$ cat src/rtl/core/sphkd_pkg.sv
// ============================================================================
// sphkd_pkg
// Shared types and constants for the SPH cubic spline density accumulator.
// ============================================================================
package sphkd_pkg;

    // default number of fraction bits of the fixed-point format
    localparam int FRAC_BITS_DEF = 16;

    // width of the density sum and of each term
    localparam int SUM_W = 48;

    // 8/pi scale in Q2.28 and its shift
    localparam int          K_SHIFT = 28;
    localparam logic [29:0] K_Q28   = 30'd683565275;

    // configuration register indexes
    typedef enum logic [1:0] {
        REG_CENTER_X  = 2'd0,
        REG_CENTER_Y  = 2'd1,
        REG_CENTER_Z  = 2'd2,
        REG_SMOOTH_LEN = 2'd3
    } cfg_reg_t;

    // one classified neighbour: absolute axis distances, mass, last flag
    typedef struct packed {
        logic [31:0] ax;
        logic [31:0] ay;
        logic [31:0] az;
        logic [31:0] mass;
        logic        last;
    } nbr_entry_t;

    // queue status seen by the back end
    typedef struct packed {
        logic empty;
        logic full;
    } q_status_t;

endpackage

$ cat src/rtl/core/sphkd_div.sv
// ============================================================================
// sphkd_div
// Restoring divider, one quotient bit per cycle, shared by the q = r/h
// step and the three 1/h scalings.
// ============================================================================
module sphkd_div #(
    parameter int FRAC_BITS = sphkd_pkg::FRAC_BITS_DEF
) (
    input  logic                               aclk,
    input  logic                               aresetn,
    input  logic                               start,
    input  logic [sphkd_pkg::SUM_W+FRAC_BITS-1:0] dividend,
    input  logic [31:0]                        divisor,
    output logic                               busy,
    output logic                               done,
    output logic [sphkd_pkg::SUM_W+FRAC_BITS-1:0] quotient
);
    import sphkd_pkg::*;

    localparam int DW = SUM_W + FRAC_BITS;
    localparam int CW = $clog2(DW + 1);

    logic [DW-1:0] dvd_reg;
    logic [31:0]   rem_reg;
    logic [CW-1:0] cnt_reg;
    logic          busy_reg;
    logic          done_reg;

    logic [32:0]   rem_sh;
    logic          fits;
    logic [32:0]   rem_sub;

    // one restoring step
    always_comb begin
        rem_sh  = {rem_reg, dvd_reg[DW-1]};
        fits    = (rem_sh >= {1'b0, divisor});
        rem_sub = rem_sh - {1'b0, divisor};
    end

    always_ff @(posedge aclk) begin
        if (!aresetn) begin
            busy_reg <= 1'b0;
            done_reg <= 1'b0;
            cnt_reg  <= '0;
        end else begin
            done_reg <= !start && busy_reg && (cnt_reg == CW'(DW - 1));
            if (start) begin
                busy_reg <= 1'b1;
                cnt_reg  <= '0;
                dvd_reg  <= dividend;
                rem_reg  <= '0;
            end else if (busy_reg) begin
                rem_reg <= fits ? rem_sub[31:0] : rem_sh[31:0];
                dvd_reg <= {dvd_reg[DW-2:0], fits};
                cnt_reg <= cnt_reg + 1'b1;
                if (cnt_reg == CW'(DW - 1)) begin
                    busy_reg <= 1'b0;
                end
            end
        end
    end

    assign busy     = busy_reg;
    assign done     = done_reg;
    assign quotient = dvd_reg;

endmodule

$ cat src/rtl/core/sphkd_back.sv
// ============================================================================
// sphkd_back
// Evaluates the cubic spline kernel for one queued neighbour with a shared
// multiplier, an iterative square root and the shared divider, then adds
// the term into the saturating density sum and emits it on the last one.
// ============================================================================
module sphkd_back #(
    parameter int FRAC_BITS = sphkd_pkg::FRAC_BITS_DEF
) (
    input  logic                  aclk,
    input  logic                  aresetn,
    input  sphkd_pkg::q_status_t  q_status,
    input  sphkd_pkg::nbr_entry_t head_entry,
    output logic                  pop,
    input  logic [31:0]           smooth_len,
    output logic                  m_tvalid,
    input  logic                  m_tready,
    output logic [47:0]           m_tdata,   // density[47:0]
    output logic                  m_tuser    // overflowed
);
    import sphkd_pkg::*;

    localparam int DW = SUM_W + FRAC_BITS;
    localparam int XW = FRAC_BITS + 1;
    localparam logic [XW-1:0] ONE  = XW'(1) << FRAC_BITS;
    localparam logic [XW-1:0] HALF = XW'(1) << (FRAC_BITS - 1);
    localparam logic [SUM_W-1:0] MAX_SUM = '1;

    typedef enum logic [3:0] {
        ST_IDLE, ST_SQX, ST_SQY, ST_SQZ, ST_HH, ST_CMP, ST_SQRT, ST_DIVQ,
        ST_P1, ST_P2, ST_P3, ST_P4, ST_P5, ST_P6, ST_DIVV, ST_ACC
    } state_t;

    state_t          state_reg;
    nbr_entry_t      ent_reg;
    logic [65:0]     prod_reg;
    logic [63:0]     r2_reg;
    logic [63:0]     sq_x_reg;
    logic [32:0]     sq_rem_reg;
    logic [31:0]     root_reg;
    logic [4:0]      it_reg;
    logic [XW-1:0]   x_reg;
    logic            small_reg;
    logic [XW-1:0]   a_reg;
    logic [XW-1:0]   w_reg;
    logic [1:0]      kcnt_reg;
    logic [SUM_W-1:0] term_reg;
    logic            big_reg;
    logic [SUM_W-1:0] sum_reg;
    logic            sat_reg;
    logic            out_valid_reg;
    logic [SUM_W-1:0] out_density_reg;
    logic            out_ovf_reg;
    logic            div_start_reg;
    logic [DW-1:0]   div_dvd_reg;

    logic            div_busy;
    logic            div_done;
    logic [DW-1:0]   div_quot;

    logic [32:0]     mul_a;
    logic [32:0]     mul_b;
    logic [65:0]     mul_p;
    logic [64:0]     r2_sum;
    logic [63:0]     r2_sat;
    logic [34:0]     sq_rem_sh;
    logic [34:0]     sq_trial;
    logic [34:0]     sq_rem_sub;
    logic [XW-1:0]   q_val;
    logic [XW-1:0]   b_val;
    logic signed [XW+4:0] w_poly;
    logic [SUM_W:0]  acc_sum;
    logic            acc_stall;
    logic            emit;
    logic            div_go;

    sphkd_div #(.FRAC_BITS(FRAC_BITS)) u_div (
        .aclk     (aclk),
        .aresetn  (aresetn),
        .start    (div_start_reg),
        .dividend (div_dvd_reg),
        .divisor  (smooth_len),
        .busy     (div_busy),
        .done     (div_done),
        .quotient (div_quot)
    );

    // shared multiplier operand select
    always_comb begin
        mul_a = '0;
        mul_b = '0;
        unique case (state_reg)
            ST_SQX: begin mul_a = 33'(ent_reg.ax); mul_b = 33'(ent_reg.ax); end
            ST_SQY: begin mul_a = 33'(ent_reg.ay); mul_b = 33'(ent_reg.ay); end
            ST_SQZ: begin mul_a = 33'(ent_reg.az); mul_b = 33'(ent_reg.az); end
            ST_HH:  begin mul_a = 33'(smooth_len); mul_b = 33'(smooth_len); end
            ST_P1:  begin mul_a = 33'(x_reg);      mul_b = 33'(x_reg); end
            ST_P2:  begin mul_a = 33'(prod_reg >> FRAC_BITS); mul_b = 33'(x_reg); end
            ST_P4:  begin mul_a = 33'(w_reg);      mul_b = 33'(ent_reg.mass); end
            ST_P5:  begin mul_a = 33'(prod_reg >> FRAC_BITS); mul_b = 33'(K_Q28); end
            default: ;
        endcase
        mul_p = mul_a * mul_b;
    end

    // saturating add of squares
    always_comb begin
        r2_sum = {1'b0, r2_reg} + {1'b0, prod_reg[63:0]};
        r2_sat = r2_sum[64] ? '1 : r2_sum[63:0];
    end

    // square root step: two radicand bits per cycle
    always_comb begin
        sq_rem_sh  = {sq_rem_reg, sq_x_reg[63:62]};
        sq_trial   = {1'b0, root_reg, 2'b01};
        sq_rem_sub = sq_rem_sh - sq_trial;
    end

    // q from the divider, kernel polynomial
    always_comb begin
        q_val  = div_quot[XW-1:0];
        b_val  = XW'(prod_reg >> FRAC_BITS);
        w_poly = $signed({5'd0, ONE}) - $signed((XW+5)'(6) * {5'd0, a_reg})
                 + $signed((XW+5)'(6) * {5'd0, b_val});
    end

    // density accumulate and result slot
    always_comb begin
        acc_sum   = {1'b0, sum_reg} + {1'b0, term_reg};
        acc_stall = ent_reg.last && out_valid_reg && !m_tready;
        emit      = (state_reg == ST_ACC) && ent_reg.last && !acc_stall;
    end

    // divider launch: after the root, after the 8/pi scaling, between scalings
    always_comb begin
        div_go = ((state_reg == ST_SQRT) && (it_reg == 5'd31)) ||
                 (state_reg == ST_P6) ||
                 ((state_reg == ST_DIVV) && div_done && !(|div_quot[DW-1:SUM_W]) &&
                  (kcnt_reg != 2'd2));
    end

    assign pop = (state_reg == ST_IDLE) && !q_status.empty;

    // kernel sequencer
    always_ff @(posedge aclk) begin
        if (!aresetn) begin
            state_reg     <= ST_IDLE;
            sum_reg       <= '0;
            sat_reg       <= 1'b0;
            out_valid_reg <= 1'b0;
            div_start_reg <= 1'b0;
        end else begin
            div_start_reg <= div_go;
            if (emit) out_valid_reg <= 1'b1;
            else if (m_tready) out_valid_reg <= 1'b0;
            prod_reg <= mul_p;
            unique case (state_reg)
                ST_IDLE: begin
                    if (!q_status.empty) begin
                        ent_reg   <= head_entry;
                        state_reg <= ST_SQX;
                    end
                end
                ST_SQX: state_reg <= ST_SQY;
                ST_SQY: begin
                    r2_reg    <= prod_reg[63:0];
                    state_reg <= ST_SQZ;
                end
                ST_SQZ: begin
                    r2_reg    <= r2_sat;
                    state_reg <= ST_HH;
                end
                ST_HH: begin
                    r2_reg    <= r2_sat;
                    state_reg <= ST_CMP;
                end
                ST_CMP: begin
                    // outside the kernel support (or h = 0): no contribution
                    if (r2_reg >= prod_reg[63:0]) begin
                        term_reg  <= '0;
                        big_reg   <= 1'b0;
                        state_reg <= ST_ACC;
                    end else begin
                        sq_x_reg   <= r2_reg;
                        sq_rem_reg <= '0;
                        root_reg   <= '0;
                        it_reg     <= '0;
                        state_reg  <= ST_SQRT;
                    end
                end
                ST_SQRT: begin
                    sq_x_reg <= {sq_x_reg[61:0], 2'b00};
                    if (sq_rem_sh >= sq_trial) begin
                        sq_rem_reg <= sq_rem_sub[32:0];
                        root_reg   <= {root_reg[30:0], 1'b1};
                    end else begin
                        sq_rem_reg <= sq_rem_sh[32:0];
                        root_reg   <= {root_reg[30:0], 1'b0};
                    end
                    it_reg <= it_reg + 1'b1;
                    if (it_reg == 5'd31) begin
                        state_reg <= ST_DIVQ;
                        div_dvd_reg   <= DW'(sq_rem_sh >= sq_trial ?
                                          {root_reg[30:0], 1'b1} : {root_reg[30:0], 1'b0})
                                          << FRAC_BITS;
                    end
                end
                ST_DIVQ: begin
                    if (div_done) begin
                        small_reg <= (q_val <= HALF);
                        x_reg     <= (q_val <= HALF) ? q_val : ONE - q_val;
                        state_reg <= ST_P1;
                    end
                end
                ST_P1: state_reg <= ST_P2;
                ST_P2: begin
                    a_reg     <= XW'(prod_reg >> FRAC_BITS);
                    state_reg <= ST_P3;
                end
                ST_P3: begin
                    if (small_reg) begin
                        w_reg <= w_poly[XW+4] ? '0 : XW'(w_poly);
                    end else begin
                        w_reg <= XW'({b_val, 1'b0});
                    end
                    state_reg <= ST_P4;
                end
                ST_P4: state_reg <= ST_P5;
                ST_P5: state_reg <= ST_P6;
                ST_P6: begin
                    div_dvd_reg   <= DW'(prod_reg >> K_SHIFT) << FRAC_BITS;
                    kcnt_reg      <= '0;
                    state_reg     <= ST_DIVV;
                end
                ST_DIVV: begin
                    if (div_done) begin
                        if (|div_quot[DW-1:SUM_W]) begin
                            term_reg  <= MAX_SUM;
                            big_reg   <= 1'b1;
                            state_reg <= ST_ACC;
                        end else if (kcnt_reg == 2'd2) begin
                            term_reg  <= div_quot[SUM_W-1:0];
                            big_reg   <= 1'b0;
                            state_reg <= ST_ACC;
                        end else begin
                            kcnt_reg      <= kcnt_reg + 1'b1;
                            div_dvd_reg   <= DW'(div_quot[SUM_W-1:0]) << FRAC_BITS;
                        end
                    end
                end
                ST_ACC: begin
                    if (!acc_stall) begin
                        if (ent_reg.last) begin
                            // emit and start a new centre
                            out_density_reg <= (big_reg || acc_sum[SUM_W]) ?
                                               MAX_SUM : acc_sum[SUM_W-1:0];
                            out_ovf_reg     <= big_reg || acc_sum[SUM_W] || sat_reg;
                            sum_reg         <= '0;
                            sat_reg         <= 1'b0;
                        end else if (big_reg || acc_sum[SUM_W]) begin
                            sum_reg <= MAX_SUM;
                            sat_reg <= 1'b1;
                        end else begin
                            sum_reg <= acc_sum[SUM_W-1:0];
                        end
                        state_reg <= ST_IDLE;
                    end
                end
                default: state_reg <= ST_IDLE;
            endcase
        end
    end

    assign m_tvalid = out_valid_reg;
    assign m_tdata  = out_density_reg;
    assign m_tuser  = out_ovf_reg;

    // a result is only raised by the accumulate step
    assert property (@(posedge aclk) disable iff (!aresetn)
        $rose(out_valid_reg) |-> $past(state_reg == ST_ACC))
        else $error("result raised outside accumulate");

    // emitting a result clears the running sum
    assert property (@(posedge aclk) disable iff (!aresetn)
        $rose(out_valid_reg) |-> (sum_reg == '0 && !sat_reg))
        else $error("sum not cleared after result");

    // the divider is never restarted while running
    assert property (@(posedge aclk) disable iff (!aresetn)
        div_start_reg |-> !div_busy)
        else $error("divider restarted while busy");

    // divider idle whenever the sequencer waits for a neighbour
    assert property (@(posedge aclk) disable iff (!aresetn)
        (state_reg == ST_IDLE) |-> !div_busy)
        else $error("divider busy in idle");

endmodule

$ cat config.mk
export PLATFORM = sky130hd
export DESIGN_NAME = sphkd_back
export DESIGN_NICKNAME = d
export VERILOG_FILES = /design/src/rtl/core/sphkd_pkg.sv /design/src/rtl/core/sphkd_div.sv /design/src/rtl/core/sphkd_back.sv
export SDC_FILE = /design/constraint.sdc
export NUM_CORES = 2
export LEC_CHECK = 0
export BUFFER_PORTS_ARGS = -buffer_cell sky130_fd_sc_hd__clkbuf_2
export CORE_ASPECT_RATIO = 1.75
export CORE_MARGIN = 5
export CORE_UTILIZATION = 30
export DETAILED_ROUTE_END_ITERATION = 8
export SLEW_MARGIN = 20
export SYNTH_ARGS = -nofsm -noshare
export SYNTH_HDL_FRONTEND = slang
export SYNTH_SLANG_ARGS = --single-unit
$ cat constraint.sdc
create_clock -name aclk -period 16.8 [get_ports aclk]
set_clock_uncertainty 0.1 [all_clocks]
set_input_delay 1.68 -clock aclk [delete_from_list [all_inputs] [get_ports aclk]]
set_output_delay 1.68 -clock aclk [all_outputs]
set_load 0.02 [all_outputs]
After elaboration in Yosys (flattened, before gate mapping)
Cells that the tools add are included.
{"block": "totals", "out_inout_bits": 51, "register_bits": 769, "in_bits": 166, "word_cells": 190}
{"block": "classes", "mul": 3, "eq_ne": 29, "reduce_logical": 49, "muxes": 59, "add_sub_neg": 10, "order_cmp": 4, "n_bitwise": 4}
{"cell": "$mux W64", "n": 8}
{"cell": "$mux W48", "n": 6}
{"cell": "$pmux W64 S2", "n": 2}
{"cell": "$pmux W33 S7", "n": 1}
{"cell": "$pmux W32 S7", "n": 1}
{"cell": "$pmux W64 S3", "n": 1}
{"cell": "$mux W32", "n": 3}
{"cell": "$pmux W48 S2", "n": 1}
{"cell": "$mul A33 B33 Y66", "n": 1}
{"cell": "$mux W33", "n": 2}
{"cell": "$pmux W33 S2", "n": 1}
{"cell": "$add A64 B64 Y65", "n": 1}
{"cell": "$ge A64 B64 Y1", "n": 1}
{"cell": "$pmux W32 S2", "n": 1}
{"cell": "$pmux W4 S16", "n": 1}
{"cell": "$mux W17", "n": 3}
{"cell": "$add A48 B48 Y49", "n": 1}
{"cell": "$mul A2 B17 Y19 const A", "n": 2}
{"cell": "$ge A35 B34 Y1", "n": 1}
{"cell": "$ge A33 B32 Y1", "n": 1}
{"cell": "$sub A33 B33 Y33", "n": 1}
{"cell": "$eq A4 B4 Y1 const B", "n": 8}
{"cell": "$mux W4", "n": 8}
{"cell": "$sub A32 B32 Y32", "n": 1}
{"cell": "36 further kinds", "n": 101}

Longest topological paths before layout
{"block": "logic_depth", "depth_word": 5, "ltp_mapped": 38, "mapped_depth_nobuf": 34}

Hierarchy
Synthesis repeated with hierarchy kept, for this count alone.
{"block": "hier_totals", "cells_unflattened": 7991, "area_unflattened_um2": 77117.7}
{"mod": "sphkd_back", "seq_area_each_um2": 18878.1, "cells_each": 7399, "n_inst": 1, "area_each_um2": 70612.7}
{"mod": "sphkd_div", "seq_area_each_um2": 3062.9, "cells_each": 592, "n_inst": 1, "area_each_um2": 6505.0}

Worst setup path after synthesis
OpenSTA, ideal clock, no wires.
{"block": "synth_path", "path_type": "flip-flop to flip-flop", "from": "register prod_reg[17]", "to": "register it_reg[0], enable pin", "path_stages_with_launch": 15, "path_buffers": 1, "path_slack_ns": 3.477, "t_required_ns": 15.868, "arrival_ns": 12.391, "setup_ns": 0.832, "synth_period_minus_slack_ns": 13.323, "path_cell_list": "edfxtp_1 > inv_1 > ha_1 > buf_2 > a21oi_1 > o21bai_1 > a21oi_1 > o21ai_0 > a2111oi_0 > o21bai_1 > a2111oi_0 > nor2_1 > o31ai_1 > nand3_1 > a21boi_0"}
{"block": "synth_via", "elab_chain_len": 3}
{"item": "start, declared", "line": "sphkd_back.sv:36", "rtl": "logic [65:0] prod_reg;"}
{"item": "start signal, assigned", "line": "sphkd_back.sv:156", "rtl": "prod_reg <= mul_p;"}
{"item": "$ge A64 B64 Y1", "line": "sphkd_back.sv:179", "rtl": "if (r2_reg >= prod_reg[63:0]) begin"}
{"item": "$ne A2 B2 Y1 (no line)"}
{"item": "$reduce_and A3 Y1 (no line)"}
{"item": "end signal, assigned", "line": "sphkd_back.sv:200", "rtl": "it_reg <= it_reg + 1'b1;"}
{"item": "end, declared", "line": "sphkd_back.sv:41", "rtl": "logic [4:0] it_reg;"}
No other way between the ends.
A chain may end at the register's enable or synchronous reset.

Final worst setup path
{"block": "layout_path", "from": "register state_reg[1]", "to": "register prod_reg[65], data pin"}
{"block": "layout_via", "elab_chain_len": 4, "word_cells_on_any_way": 13, "cone_classes": "1 x mul; 8 x eq/ne; 2 x mux; 2 x reduce/logical"}
{"item": "start, declared", "line": "sphkd_back.sv:34", "rtl": "state_t state_reg;"}
{"item": "start signal, assigned", "line": "sphkd_back.sv:147", "rtl": "state_reg <= ST_IDLE;"}
{"item": "start signal, assigned", "line": "sphkd_back.sv:161", "rtl": "state_reg <= ST_SQX;"}
{"item": "start signal, assigned", "line": "sphkd_back.sv:164", "rtl": "ST_SQX: state_reg <= ST_SQY;"}
{"item": "$eq A4 B4 Y1", "line": "sphkd_back.sv:92", "rtl": "unique case (state_reg)"}
{"item": "$reduce_or A2 Y1 (no line)"}
{"item": "$pmux W33 S7 or $pmux W32 S7 (tied branches)", "line": "sphkd_back.sv:92"}
{"item": "$mul A33 B33 Y66 *", "line": "sphkd_back.sv:103", "rtl": "mul_p = mul_a * mul_b;"}
{"item": "net mul_p[65]", "line": "sphkd_back.sv:63", "rtl": "logic [65:0] mul_p;"}
Mark *: on every way through the listed nets, which the timed path passes. The rest lies on a longest branch.

==> results.json <==
{
  "critPathMaxStageDelay_ns": 0.87,
  "slew_headroom_pct": 17.7,
  "synth.most_common_cell": "inv_1",
  "viasPerCell": 5.23,
  "worstSkewPairLatency_ns": 0.72,
  "core-area_um2": 255000,
  "clock.fmax_mhz": 81.9,
  "largest_register_ffs": 129,
  "cts_hold_buf": 0,
  "drc_errors": 0,
  "synth_flop_cell": "edfxtp_1",
  "finalSetupViolCount": 0,
  "fin_ws_ns": 4.59,
  "rows": 245,
  "route.met3.wl_mm": 19.2,
  "final_hold_viol_count": 0,
  "synthDistinctLibCells": 108,
  "ctsResizeCount": 0,
  "yosys_register_bits": 752,
  "synthCells": 7976,
  "cts_tree": "yes",
  "hpwl_mm": 220,
  "top_layer": "met5",
  "drt-total-wl_mm": 280,
  "worstSetupEndpointType": "flop",
  "drt-met1-wl_mm": 94.4,
  "ys_seq_area_share_pct": 28.6,
  "clkSlewWorstSetupHoldPaths_ns": 0.07,
  "die_area_um2": 266000,
  "dr.pass1.iters": 5,
  "start_util_pct": 30.1,
  "antenna_found_initial": 15,
  "synth_common_cells": "inv_1, nand2_1, fa_1",
  "met2_length_mm": 138,
  "post-route-period-util_pct": 72.7,
  "period_minus_slack_ns": 12.21,
  "syn-cell-area_um2": 76800,
  "p_per_area_nw_per_um2": 227,
  "grt_max_degree": 85,
  "crit_path_max_fanout": 34,
  "track_usage_pct": 20.6,
  "io_pins": 217,
  "synth_top_cell_area_share_pct": 26.9,
  "async_flop_share_pct": 0,
  "crit_top_cell": "fa_1",
  "routedWlPerCell_um": 24.4,
  "drive_gt1_share_pct": 8.47,
  "ir_drop_uv": 451,
  "maxCapViolations": 0,
  "worstSetupPathType": "reg -> reg",
  "crit_required_ns": 17.14,
  "overflow": 0,
  "hold_class": "reg -> reg",
  "synth-edff-count": 688,
  "die_h_um": 679,
  "worst_pin_slew_ns": 1.23,
  "numCtsBuffers": 84,
  "synth_area_leaders": "edfxtp_1, fa_1, ha_1",
  "synth_largest_area_cell": "edfxtp_1",
  "post-cts-setup-buffers": 0,
  "root_buffer": "clkbuf_16",
  "status": "completed",
  "ys_warn_count": 0,
  "power_mw": 19.3,
  "rsz0062_at_grt": "false",
  "syn_avg_cell_area_um2": 9.62,
  "nets": 9745,
  "synthToLayoutAreaGrowth_pct": 10.8,
  "num_vias": 60100,
  "place_ws_ns": 4.76,
  "cts_max_level": 3,
  "gp_congestion": 1.02,
  "cts_buffer_depth": 3,
  "grt_pass1_wl_mm": 406,
  "start_kind": "flop",
  "dieWidth_um": 392,
  "slowest_stage": "a21oi_1",
  "tns_ns": 0,
  "final_antenna_net_count": 0,
  "port_buffers": 215,
  "cts_sinks": 752,
  "grt_pass1_vias": 64100,
  "drtIter0Drc": 3969,
  "critPathArrivalTime_ns": 12.55,
  "power_leakage_nw": 38.1,
  "maxSlewViolCount": 0
}
## area by class of cell
class                   count  area (µm²)
multi-input cells        5571       49000
flip-flops and latches    752       21900
repair buffers            368        2220
clock inverters            59         609
well taps                3334        4170
fillers                 26000      170000
inverters                1297        4870
clock buffers              97        2210
diodes                      9        22.5
## metal layers
metal	track usage, %	up-vias
met5	0	-
met4	16.9	10
met3	3.93	1025
met2	36.0	2437
met1	21.4	30200
li1	-	26400
## cells in the final DEF (no fill, tap or decap), types with 22 or more instances in the layout
master	n
fa_1	933
o21ai_0	141
o31ai_1	41
nor2b_1	50
a221o_1	44
a22oi_1	125
xor2_1	90
ha_1	572
a31oi_1	22
o21a_1	28
mux2_2	48
nor4_1	31
dfxtp_1	63
nand3_1	60
clkbuf_16	85
buf_4	153
inv_1	1297
edfxtp_1	688
mux2i_1	49
xnor2_1	195
nor3_1	78
a22o_1	65
and2_1	43
a21o_1	124
nand2_1	981
nand4_1	58
a211o_1	25
nand2b_1	57
o21bai_1	54
a21oi_1	335
a211oi_1	41
nor2_1	903
clkbuf_2	214
## power breakdown
group          switching [mW]  internal, mW
registers               0.215          2.60
clock network           0.875          1.05
logic                    9.38          5.23
total                    10.5          8.87
## path summary, 6_finish.rpt
check	end	from	cells past startpoint	slack, ns
worst max-delay path	prod_reg[65]	state_reg[1]	33	4.59
worst min-delay path	sq_x_reg[57]	sq_x_reg[55]	2	0.38
worst max register to register	prod_reg[65]	state_reg[1]	33	4.59
worst min register to register	sq_x_reg[57]	sq_x_reg[55]	2	0.38
## logic make-up (layout without fill, tap and decap cells)
| logic type | Yosys count | count (layout) | synth area share [%] |
|---|---|---|---|
| simple gates | 2388 | 2388 | 13.2 |
| mux | 97 | 97 | 1.34 |
| flops | 752 | 752 | 28.6 |
| compound gates | 1288 | 1288 | 11.7 |
| xor+xnor | 285 | 285 | 3.25 |
| other cells | 2 | 17 | 0.00978 |
| buf+inv | 1659 | 1821 | 8.22 |
| fa+ha+maj | 1505 | 1505 | 33.7 |
## through the flow
stage	cell area (µm²)	hold slack (ns)	util [%]	cells
finish	85100	0.380	33.4	11500
global route	85000	0.402	33.4	11500
CTS	85000	0.378	33.4	11500
detailed placement	82200	0.370	32.3	11300
global placement	82200	0.352	32.3	11300
floorplan	76800	0.340	-	7982
## critical path: cells and delay by family (launching register included)
kind / cells / cell delay [ns]
AOI/OAI and AO/OA: 11 / 4.20
adders and majority gates: 9 / 4.49
buffers and inverters: 7 / 1.41
DFF: 1 / 0.61
and+or+nand+nor: 6 / 1.04
Note: power is estimated with default switching activity, not from simulation.
